==> config.mk <==
export PLATFORM = sky130hd
export DESIGN_NAME = gcbb_cfg
export DESIGN_NICKNAME = d
export VERILOG_FILES = /design/src/hdl/gcbb_pkg.sv /design/src/hdl/gcbb_cfg.sv
export SDC_FILE = /design/constraint.sdc
export NUM_CORES = 1
export LEC_CHECK = 0
export ABC_AREA = 1
export BUFFER_PORTS_ARGS = -buffer_cell sky130_fd_sc_hd__buf_2
export CAP_MARGIN = 20
export CORE_MARGIN = 5
export CORE_UTILIZATION = 50
export DETAILED_ROUTE_END_ITERATION = 8
export HOLD_SLACK_MARGIN = 0.06
export PLACE_DENSITY = 0.86
export SKIP_LAST_GASP = 1
export SLEW_MARGIN = 10
export SYNTH_ARGS = -nofsm -noshare
export SYNTH_HDL_FRONTEND = slang
export SYNTH_SLANG_ARGS = --single-unit
==> constraint.sdc <==
create_clock -name clk -period 1.3 [get_ports clk]
set_input_delay 0.325 -clock clk [delete_from_list [all_inputs] [get_ports clk]]
set_output_delay 0.325 -clock clk [all_outputs]
set_load 0.005 [all_outputs]
==> src/hdl/gcbb_pkg.sv <==
// ---------------------------------------------------------------------------
// gcbb_pkg
// types, codes and constants of the glyph curve band binner
// ---------------------------------------------------------------------------
package gcbb_pkg;

  localparam int COORD_FRAC_BITS = 16;
  localparam int COORD_W         = COORD_FRAC_BITS + 1;
  localparam int ADDR_W          = 14;
  localparam int BAND_CNT_W      = 5;
  localparam int BYTE_W          = 8;
  localparam int KIND_W          = 3;
  localparam int CFG_IDX_W       = 3;
  localparam int MAX_CURVES_DEF  = 64;
  localparam int MAX_BANDS_DEF   = 16;
  localparam int QUANT_SCALE     = 255;
  localparam int BYTE_MAX        = 255;
  localparam int LOW_BITS        = 7;
  localparam logic [LOW_BITS-1:0] LOW_MASK = 7'h7F;
  localparam logic [BAND_CNT_W-1:0] BANDS_RESET = 5'd8;

  typedef enum logic [1:0] {
    ACT_ADD   = 2'd0,
    ACT_DRAIN = 2'd1,
    ACT_CLEAR = 2'd2,
    ACT_NONE  = 2'd3
  } action_t;

  typedef enum logic [KIND_W-1:0] {
    KIND_CURVE    = 3'd0,
    KIND_ROW_DIM  = 3'd1,
    KIND_ROW_CELL = 3'd2,
    KIND_COL_DIM  = 3'd3,
    KIND_COL_CELL = 3'd4,
    KIND_NONE     = 3'd5
  } kind_t;

  typedef enum logic [2:0] {
    PH_ROW_DIM  = 3'd0,
    PH_ROW_CELL = 3'd1,
    PH_COL_DIM  = 3'd2,
    PH_COL_CELL = 3'd3,
    PH_DONE     = 3'd4
  } phase_t;

  typedef enum logic [CFG_IDX_W-1:0] {
    REG_COL_BANDS    = 3'd0,
    REG_ROW_BANDS    = 3'd1,
    REG_CURVE_BASE   = 3'd2,
    REG_ROW_DIM_BASE = 3'd3,
    REG_ROW_CELL_BASE = 3'd4,
    REG_COL_DIM_BASE = 3'd5,
    REG_COL_CELL_BASE = 3'd6
  } cfg_reg_t;

  typedef struct packed {
    logic [1:0]         action;
    logic               bin_it;
    logic [COORD_W-1:0] start_x;
    logic [COORD_W-1:0] start_y;
    logic [COORD_W-1:0] ctrl_x;
    logic [COORD_W-1:0] ctrl_y;
    logic [COORD_W-1:0] box_min_x;
    logic [COORD_W-1:0] box_max_x;
    logic [COORD_W-1:0] box_min_y;
    logic [COORD_W-1:0] box_max_y;
  } in_item_t;

  typedef struct packed {
    logic [KIND_W-1:0] word_kind;
    logic [ADDR_W-1:0] word_address;
    logic [BYTE_W-1:0] byte_a;
    logic [BYTE_W-1:0] byte_b;
    logic [BYTE_W-1:0] byte_c;
    logic [BYTE_W-1:0] byte_d;
    logic              last_word;
    logic              dropped;
  } out_item_t;

  typedef struct packed {
    logic [BAND_CNT_W-1:0] col_band_count;
    logic [BAND_CNT_W-1:0] row_band_count;
    logic [ADDR_W-1:0]     curve_base;
    logic [ADDR_W-1:0]     row_dim_base;
    logic [ADDR_W-1:0]     row_cell_base;
    logic [ADDR_W-1:0]     col_dim_base;
    logic [ADDR_W-1:0]     col_cell_base;
  } cfg_t;

  // round(v * 255) in byte range, saturating
  function automatic logic [BYTE_W-1:0] quant(input logic [COORD_W-1:0] raw);
    logic [COORD_W+BYTE_W:0] sum;
    logic [COORD_W+BYTE_W-COORD_FRAC_BITS:0] q;
    sum = (COORD_W+BYTE_W+1)'(raw) * (COORD_W+BYTE_W+1)'(QUANT_SCALE)
        + (COORD_W+BYTE_W+1)'(1 << (COORD_FRAC_BITS - 1));
    q = sum[COORD_W+BYTE_W:COORD_FRAC_BITS];
    return (q > BYTE_MAX) ? BYTE_W'(BYTE_MAX) : q[BYTE_W-1:0];
  endfunction

endpackage

==> src/hdl/gcbb_cfg.sv <==
// ---------------------------------------------------------------------------
// gcbb_cfg
// configuration register file
// ---------------------------------------------------------------------------
module gcbb_cfg (
  input  logic                            clk,
  input  logic                            rst,
  input  logic                            wr_en,
  input  logic [gcbb_pkg::CFG_IDX_W-1:0]  wr_index,
  input  logic [gcbb_pkg::ADDR_W-1:0]     wr_data,
  output gcbb_pkg::cfg_t                  cfg
);
  import gcbb_pkg::*;

  always_ff @(posedge clk) begin
    if (rst) begin
      cfg.col_band_count <= BANDS_RESET;
      cfg.row_band_count <= BANDS_RESET;
      cfg.curve_base     <= '0;
      cfg.row_dim_base   <= '0;
      cfg.row_cell_base  <= '0;
      cfg.col_dim_base   <= '0;
      cfg.col_cell_base  <= '0;
    end else if (wr_en) begin
      case (wr_index)
        REG_COL_BANDS:     cfg.col_band_count <= wr_data[BAND_CNT_W-1:0];
        REG_ROW_BANDS:     cfg.row_band_count <= wr_data[BAND_CNT_W-1:0];
        REG_CURVE_BASE:    cfg.curve_base     <= wr_data;
        REG_ROW_DIM_BASE:  cfg.row_dim_base   <= wr_data;
        REG_ROW_CELL_BASE: cfg.row_cell_base  <= wr_data;
        REG_COL_DIM_BASE:  cfg.col_dim_base   <= wr_data;
        REG_COL_CELL_BASE: cfg.col_cell_base  <= wr_data;
        default: ;
      endcase
    end
  end

endmodule

==> run_results.csv, run 1 <==
group,metric,value,unit
status,status,"completed",
power,p_sw,1.240,mW
power,power_frac_comb,11.5,%
sta,worst_pin_slew,0.3957,ns
die,fp-row-count,29,
detailed_routing,first_pass_iters,5,
cts,htreeDepth,3,
sta,holdWs,0.2338,ns
cells_and_area,reg.largest.list,"cfg: 80 flops",
place,gp_congestion,0.7909,
sta,fin_crit_sh,89.07,%
power,clkPwrFrac,37.5,%
synthesis,syn_area_per_cell,6.863,sq um
synthesis,synth-seq-cells,80,
global_routing,grt_pass1_wl,14370,um
die,coreArea,6277,sq um
sta,rsz0062_at_grt,"false",
hold_path,hold_path.class,"in2reg",
cells_and_area,final_cell_mix,"nor2_1, buf_2, nand2_1",
critical_path,worstPathCellList,"buf_2",
global_routing,grt_max_degree,42,
cells_and_area,post-route-util,64.30,%
die,die_y,89.81,um
cts,cts_tree,"yes",
die,io_pins,100,
critical_path,crit_slowest_cell,"dfxtp_1",
power,power.internal,3.830,mW
sta,maxSlewHeadroom,73.59,%
place,place_area,3835,sq um
sta,setup_slack,0.1421,ns
cts,post_cts.repair.setup_buffers,0,
detailed_routing,remaining_drc_errors,0,
critical_path,arrival,0.83,ns
cells_and_area,drive_gt1_share,23.28,%
die,start_util,50.73,%
cells_and_area,area_growth_syn_to_layout,26.76,%
cts,path_clk_slew,0.08,ns
critical_path,worst-path-buf-inv,1,
global_routing,antenna_found_initial,0,
detailed_routing,routedWlPerCell,14.05,um
global_routing,grt_pass1_vias,2981,
sta,finalSetupViolCount,0,
power,vdd_drop_max,0.0008555,V
cts,insertion_delay,0.33,ns
critical_path,end_kind,"primary output",
power,power_density,1256,nW/um^2
synthesis,syn_nets,484,
place,io_buffers,99,
cells_and_area,fin_nets,583,
detailed_routing,drtAntennaViolNets,0,
cts,cts_num_sinks,80,
run,maxCapViolCount,0,
cells_and_area,final_common_cell,"nor2_1",
power,pwr-share-seq,50.9,%
critical_path,startpoint_type,"register",
sta,maxSlewViolCount,0,
critical_path,cp_top_family,"flip-flops",
critical_path,path_max_fanout,2,
place,dpl.hpwl,6419,um
synthesis,postSynthCellCount,464,
synthesis,yosysSeqAreaShare,50.29,%
sta,max_freq,0.8637,GHz
synthesis,ys_types,12,
detailed_routing,viasPerCell,5.110,
sta,setup_tns,0,ns
global_routing,grt_overflow,0,
synthesis,synth_warnings,0,
critical_path,criticalPathCategory,"reg2out",
cells_and_area,largest_reg_flops,80,
detailed_routing,vias,3291,
sta,post-route-min-period,1.158,ns
cells_and_area,antenna-diode-count,0,
cts,clockBufferDepth,2,
sta,worst_clock_skew,0,ns
sta,finalHoldViolCount,0,
detailed_routing,drtIter0Drc,203,
synthesis,synthesis.area,3184,sq um
cts,hold_buffers,0,
cells_and_area,finalInstanceArea,4036,sq um
detailed_routing,wl,9048,um
power,switching_share,24.46,%
die,die_w,89.81,um
critical_path,cp.required,0.98,ns
cts,cts-root-buf,"clkbuf_8",
place,place_ws,0.06714,ns
cells_and_area,top_register,"cfg",
die,die-area,8065,sq um
critical_path,critPathMaxStageDelay,0.37,ns
power,p_leak,2.043,nW
cts,numCtsBuffers,9,
cts,cts_resized,0,
global_routing,grt_usage,21.79,%
## logic make-up after synthesis
logic type    count (synthesis)  synth area share, %
simple gates                337                43.10
buf+inv                      47                6.601
flops                        80                50.29
## through the flow
stage               std cells  total power [mW]
CTS                       644             5.092
global placement          629             3.204
detailed placement        629             3.220
finish                    644             5.070
floorplan                 464             2.966
global route              644             5.291
## power by group through the flow
stage,sequential (mW),combinational (mW),clock [mW]
floorplan,2.64,0.324,0
global placement,2.63,0.570,0
detailed placement,2.64,0.582,0
CTS,2.58,0.583,1.93
global route,2.59,0.649,2.05
finish,2.58,0.585,1.90
## path summary, 6_finish.rpt
kind	from	end	slack, ns	cells past startpoint
setup reg to reg	cfg[32]	cfg[32]	0.70	2
hold / removal	wr_data[3]	cfg[78]	0.23	3
hold reg to reg	cfg[79]	cfg[79]	0.48	2
setup / recovery	cfg[37]	cfg[37]	0.14	1
## per-layer routing
metal | track usage, % | vias up | share of wire, %
li1 | - | 1638 | -
met1 | 26.87 | 1483 | 41
met2 | 35.61 | 154 | 49
met3 | 4.674 | 16 | 8.3
met4 | 11.21 | 0 | 2.2
met5 | 0 | - | 0
## Yosys cell counts
| library cell | instances | area [sq um] |
|---|---|---|
| buf_2 | 6 | 30.03 |
| nand3_1 | 80 | 400.4 |
| nand2_1 | 90 | 337.8 |
| buf_1 | 8 | 30.03 |
| clkbuf_1 | 5 | 18.77 |
| clkinv_1 | 1 | 3.750 |
| buf_4 | 7 | 52.55 |
| nor2_1 | 164 | 615.6 |
| inv_1 | 19 | 71.32 |
| nor2_2 | 3 | 18.77 |
| dfxtp_1 | 80 | 1602 |
| inv_2 | 1 | 3.750 |
## final cells by class
| type | count | area [sq um] |
|---|---|---|
| Fill cell | 562 | 2241 |
| Sequential cell | 80 | 1602 |
| Multi-Input combinational cell | 337 | 1375 |
| Timing Repair Buffer | 114 | 683.2 |
| Clock buffer | 11 | 131.4 |
| Tap cell | 77 | 96.34 |
| Inverter | 21 | 78.83 |
| Clock inverter | 4 | 70.07 |
No activity file was read; power rests on OpenSTA's default activity.
==> run 2: changes to the inputs <==
- BUFFER_PORTS_ARGS: -buffer_cell sky130_fd_sc_hd__buf_2 -> not set
- CORE_UTILIZATION: 50 -> 60
- DONT_BUFFER_PORTS: not set -> 1
- PLACE_DENSITY: 0.86 -> 0.84
==> run 2 against run 1 <==
Effect of this change: via count is 11% lower; count of clock-buffer cells in the layout grew 2; routed wire length down 7.4%; register-to-register slack lost 0.03 ns; core utilization up 3.3 points; critical endpoint is now cfg[27]; final cell count fell by 17%; setup slack improved by 0.10 ns.
==> run_results.csv, run 2 (synthesis gave the netlist of run 1 again) <==
group,metric,value,unit
cells_and_area,nFillCells,452,
cells_and_area,drive_gt1_share,6.852,%
cts,clockBufferDepth,2,
global_routing,grt_max_degree,81,
sta,finalHoldViolCount,0,
place,place_area,3278,sq um
die,coreArea,5140,sq um
die,die_y,82.85,um
cts,cts-root-buf,"clkbuf_8",
die,fp-row-count,26,
place,dpl.hpwl,5791,um
sta,finalSetupViolCount,0,
detailed_routing,remaining_drc_errors,0,
die,io_pins,100,
cts,cts_num_sinks,80,
cts,hold_buffers,0,
detailed_routing,wl,8375,um
sta,worst_clock_skew,0,ns
global_routing,grt_overflow,0,
critical_path,startpoint_type,"register",
die,die_w,82.85,um
cells_and_area,final_cell_mix,"nor2_1, nand2_1, nand3_1, dfxtp_1, inv_1",
critical_path,cp.required,0.98,ns
critical_path,ff2ff_setup_slack,0.67,ns
die,die-area,6864,sq um
detailed_routing,vias,2915,
die,start_util,61.95,%
power,vdd_drop_max,0.0009680,V
detailed_routing,viasPerCell,5.428,
sta,maxSlewHeadroom,72.89,%
power,power_density,1401,nW/um^2
cts,insertion_delay,0.34,ns
detailed_routing,routedWlPerCell,15.60,um
cells_and_area,largest_reg_flops,80,
cts,path_clk_slew,0.07,ns
sta,worst_pin_slew,0.4063,ns
cells_and_area,reg.largest.list,"cfg: 80 flops",
place,numPlacedInstances,521,
detailed_routing,drtIter0Drc,320,
sta,max_freq,0.9457,GHz
run,maxCapViolCount,0,
global_routing,antenna_found_initial,0,
critical_path,arrival,0.73,ns
critical_path,path_max_fanout,2,
critical_path,criticalPathCategory,"reg2out",
cells_and_area,area_growth_syn_to_layout,9.194,%
status,status,"completed",
global_routing,grt_pass1_wl,13360,um
hold_path,hold_path.class,"in2reg",
cts,htreeDepth,3,
place,gp_congestion,0.8334,
cells_and_area,top_register,"cfg",
detailed_routing,drtAntennaViolNets,0,
sta,setup_tns,0,ns
cells_and_area,finalInstanceArea,3477,sq um
power,p_leak,1.520,nW
global_routing,grt_usage,23.95,%
cts,numCtsBuffers,9,
cts,cts_tree,"yes",
cells_and_area,final_common_cell,"nor2_1",
sta,rsz0062_at_grt,"false",
place,io_buffers,0,
cts,cts_resized,0,
cells_and_area,antenna-diode-count,0,
critical_path,end_kind,"primary output",
sta,post-route-min-period,1.057,ns
global_routing,grt_pass1_vias,2626,
cells_and_area,instances_no_fill,537,
cells_and_area,fin_nets,482,
sta,fin_crit_sh,81.34,%
cts,post_cts.repair.setup_buffers,0,
detailed_routing,first_pass_iters,5,
sta,maxSlewViolCount,0,
-- run 2: power breakdown --
part	internal, mW	switching, mW	total (mW)	leakage, nW
logic	0.139	0.294	0.433	0.766
registers	2.54	0.0697	2.61	0.650
clock network	0.988	0.844	1.83	0.103
-- run 2: cell type report --
class / count / area (sq um) / share of cell area [%]
sequential: 80 / 1602 / 46.06
multi-input combinational: 337 / 1375 / 39.55
clock buffer: 13 / 158.9 / 4.570
timing repair buffer: 13 / 135.1 / 3.886
tap: 70 / 87.58 / 2.519
inverter: 21 / 78.83 / 2.267
clock inverter: 3 / 40.04 / 1.151
-- run 2: routing by layer --
metal,GRT usage (%),vias up,routed length (um)
li1,-,1434,-
met2,37.90,134,3871
met4,9.510,0,204
met5,0,-,0
met3,8.416,19,939
met1,29.87,1328,3359
-- run 2: worst paths after layout --
kind | from | end | cells after the start
worst min register to register | cfg[3] | cfg[3] | 2
worst max register to register | cfg[14] | cfg[14] | 2
worst max-delay path | cfg[27] | cfg[27] | 0
worst min-delay path | wr_data[3] | cfg[73] | 2
-- run 2: per-stage QoR --
stage                     setup WS, ns  total power [mW]  hold slack, ns  utilization, %
after floorplan                 0.1930             2.966          0.4382               -
after CTS                       0.2364             4.871         0.09514           67.65
after detailed placement        0.1825             3.093          0.4492           63.78
final                           0.2425             4.872         0.09479           67.65
after global placement          0.2378             3.079          0.4451           63.78
after global routing            0.2104             5.074         0.09980           67.65
==> run 3: changes to the inputs <==
- clock period: 1.3 -> 1.1 ns (I/O delays scaled with it)
==> run 3 against run 2 <==
Effect of this change: total power grew 23%; critical path depth unchanged; sequential share of layout area decreased by 1.5 points; clock power rose by 29%; via count rose by 2.3%; non-clock buffer count is 6 higher; core utilization increased by 2.3 points; critical endpoint is now cfg[26].
==> run_results.csv, run 3 (synthesis gave the netlist of run 1 again) <==
group,metric,value,unit
sta,worst_pin_slew,0.3526,ns
detailed_routing,vias,2981,
cells_and_area,antenna-diode-count,0,
cells_and_area,largest_reg_flops,80,
status,status,"completed",
sta,finalSetupViolCount,0,
die,die_y,82.85,um
global_routing,grt_overflow,0,
cells_and_area,top_register,"cfg",
hold_path,hold_path.class,"in2reg",
power,vdd_drop_max,0.0009492,V
sta,rsz0062_at_grt,"false",
die,fp-row-count,26,
die,die_w,82.85,um
cts,hold_buffers,1,
detailed_routing,viasPerCell,5.490,
detailed_routing,drtAntennaViolNets,0,
detailed_routing,first_pass_iters,6,
sta,maxSlewViolCount,0,
power,clkPwrFrac,39.4,%
global_routing,antenna_found_initial,0,
cts,insertion_delay,0.34,ns
place,numPlacedInstances,526,
sta,finalHoldViolCount,0,
critical_path,cp.required,0.82,ns
critical_path,criticalPathCategory,"reg2out",
sta,fin_crit_sh,91.90,%
power,power.internal,4.520,mW
detailed_routing,remaining_drc_errors,0,
detailed_routing,drtIter0Drc,381,
sta,worst_clock_skew,0,ns
place,dpl.hpwl,5862,um
critical_path,end_kind,"primary output",
critical_path,startpoint_type,"register",
power,switching_share,24.61,%
power,pwr-share-seq,51.4,%
cts,cts_tree,"yes",
global_routing,grt_pass1_wl,13560,um
power,power_frac_comb,9.2,%
cts,clockBufferDepth,2,
cts,htreeDepth,3,
global_routing,grt_max_degree,49,
sta,maxSlewHeadroom,76.47,%
cells_and_area,nFillCells,450,
cells_and_area,drive_gt1_share,8.245,%
critical_path,arrival,0.74,ns
die,coreArea,5140,sq um
detailed_routing,wl,8445,um
cells_and_area,area_growth_syn_to_layout,12.93,%
power,power_density,1667,nW/um^2
die,io_pins,100,
cells_and_area,fin_nets,488,
global_routing,grt_pass1_vias,2644,
place,gp_congestion,0.8798,
cells_and_area,instances_no_fill,543,
cts,numCtsBuffers,9,
cells_and_area,final_cell_mix,"nor2_1, nand2_1, nand3_1, dfxtp_1, inv_1",
sta,post-route-min-period,1.011,ns
detailed_routing,routedWlPerCell,15.55,um
cells_and_area,final_common_cell,"nor2_1",
power,p_leak,1.574,nW
cells_and_area,reg.largest.list,"cfg: 80 flops",
cts,cts-root-buf,"clkbuf_8",
cts,post_cts.repair.setup_buffers,0,
power,power,5.995,mW
cts,cts_resized,0,
power,p_sw,1.476,mW
place,io_buffers,0,
run,maxCapViolCount,0,
critical_path,path_max_fanout,2,
sta,setup_tns,0,ns
cts,path_clk_slew,0.08,ns
die,start_util,61.95,%
die,die-area,6864,sq um
cts,cts_num_sinks,80,
sta,max_freq,0.9892,GHz
global_routing,grt_usage,24.48,%
-- run 3: cell count changes in the layout (fill, tap and decap cells not counted), sizes merged --
cell / delta
buf: +5
bufinv: +1
clkbuf: -3
clkinv: +1
clkinvlp: +1
dlygate4sd3: +1
-- run 3: power by group through the flow --
| stage | registers [mW] | clock network (mW) | logic, mW |
|---|---|---|---|
| 3_3_place_gp | 3.15 | 0 | 0.529 |
| 5_1_grt | 3.09 | 2.53 | 0.621 |
| 6_report | 3.08 | 2.36 | 0.554 |
| 3_5_place_dp | 3.15 | 0 | 0.542 |
| 2_1_floorplan | 3.12 | 0 | 0.383 |
| 4_1_cts | 3.08 | 2.38 | 0.547 |
-- run 3: path summary, 6_finish.rpt --
kind | from | endpoint | slack, ns | cells past startpoint
setup reg to reg | cfg[26] | cfg[26] | 0.46 | 2
hold reg to reg | cfg[44] | cfg[44] | 0.51 | 2
hold / removal | wr_data[13] | cfg[27] | 0.25 | 4
setup / recovery | cfg[26] | cfg[26] | 0.09 | 0
-- run 3: final cells by class --
cell class / instances / area, sq um / area share (%)
clock inverters: 6 / 82.58 / 2.296
repair buffers: 19 / 232.7 / 6.472
inverters: 21 / 78.83 / 2.192
flip-flops and latches: 80 / 1602 / 44.54
well taps: 70 / 87.58 / 2.436
clock buffers: 10 / 137.6 / 3.827
multi-input cells: 337 / 1375 / 38.24
-- run 3: layer usage --
layer	up-vias	wire length, um	GRT usage [%]
met4	0	250	12.33
met1	1323	3180	29.29
li1	1448	-	-
met2	179	3947	38.78
met5	-	0	0
met3	31	1067	8.713
-- run 3: worst register-to-register path, stage by stage (launching register included) --
cell and delay, ns:
dfxtp_1 0.39, nor2_1 0.07, nor2_1 0.12
-- run 3: per-stage QoR --
stage / cell area, sq um / utilization [%] / hold WS (ns) / worst slack (ns)
floorplan: 3184 / - / 0.3882 / 0.04304
global placement: 3366 / 65.48 / 0.3947 / 0.09206
detailed placement: 3366 / 65.48 / 0.3988 / 0.04229
CTS: 3596 / 69.96 / 0.2528 / 0.07745
global route: 3596 / 69.96 / 0.2745 / 0.06430
finish: 3596 / 69.96 / 0.2534 / 0.08909
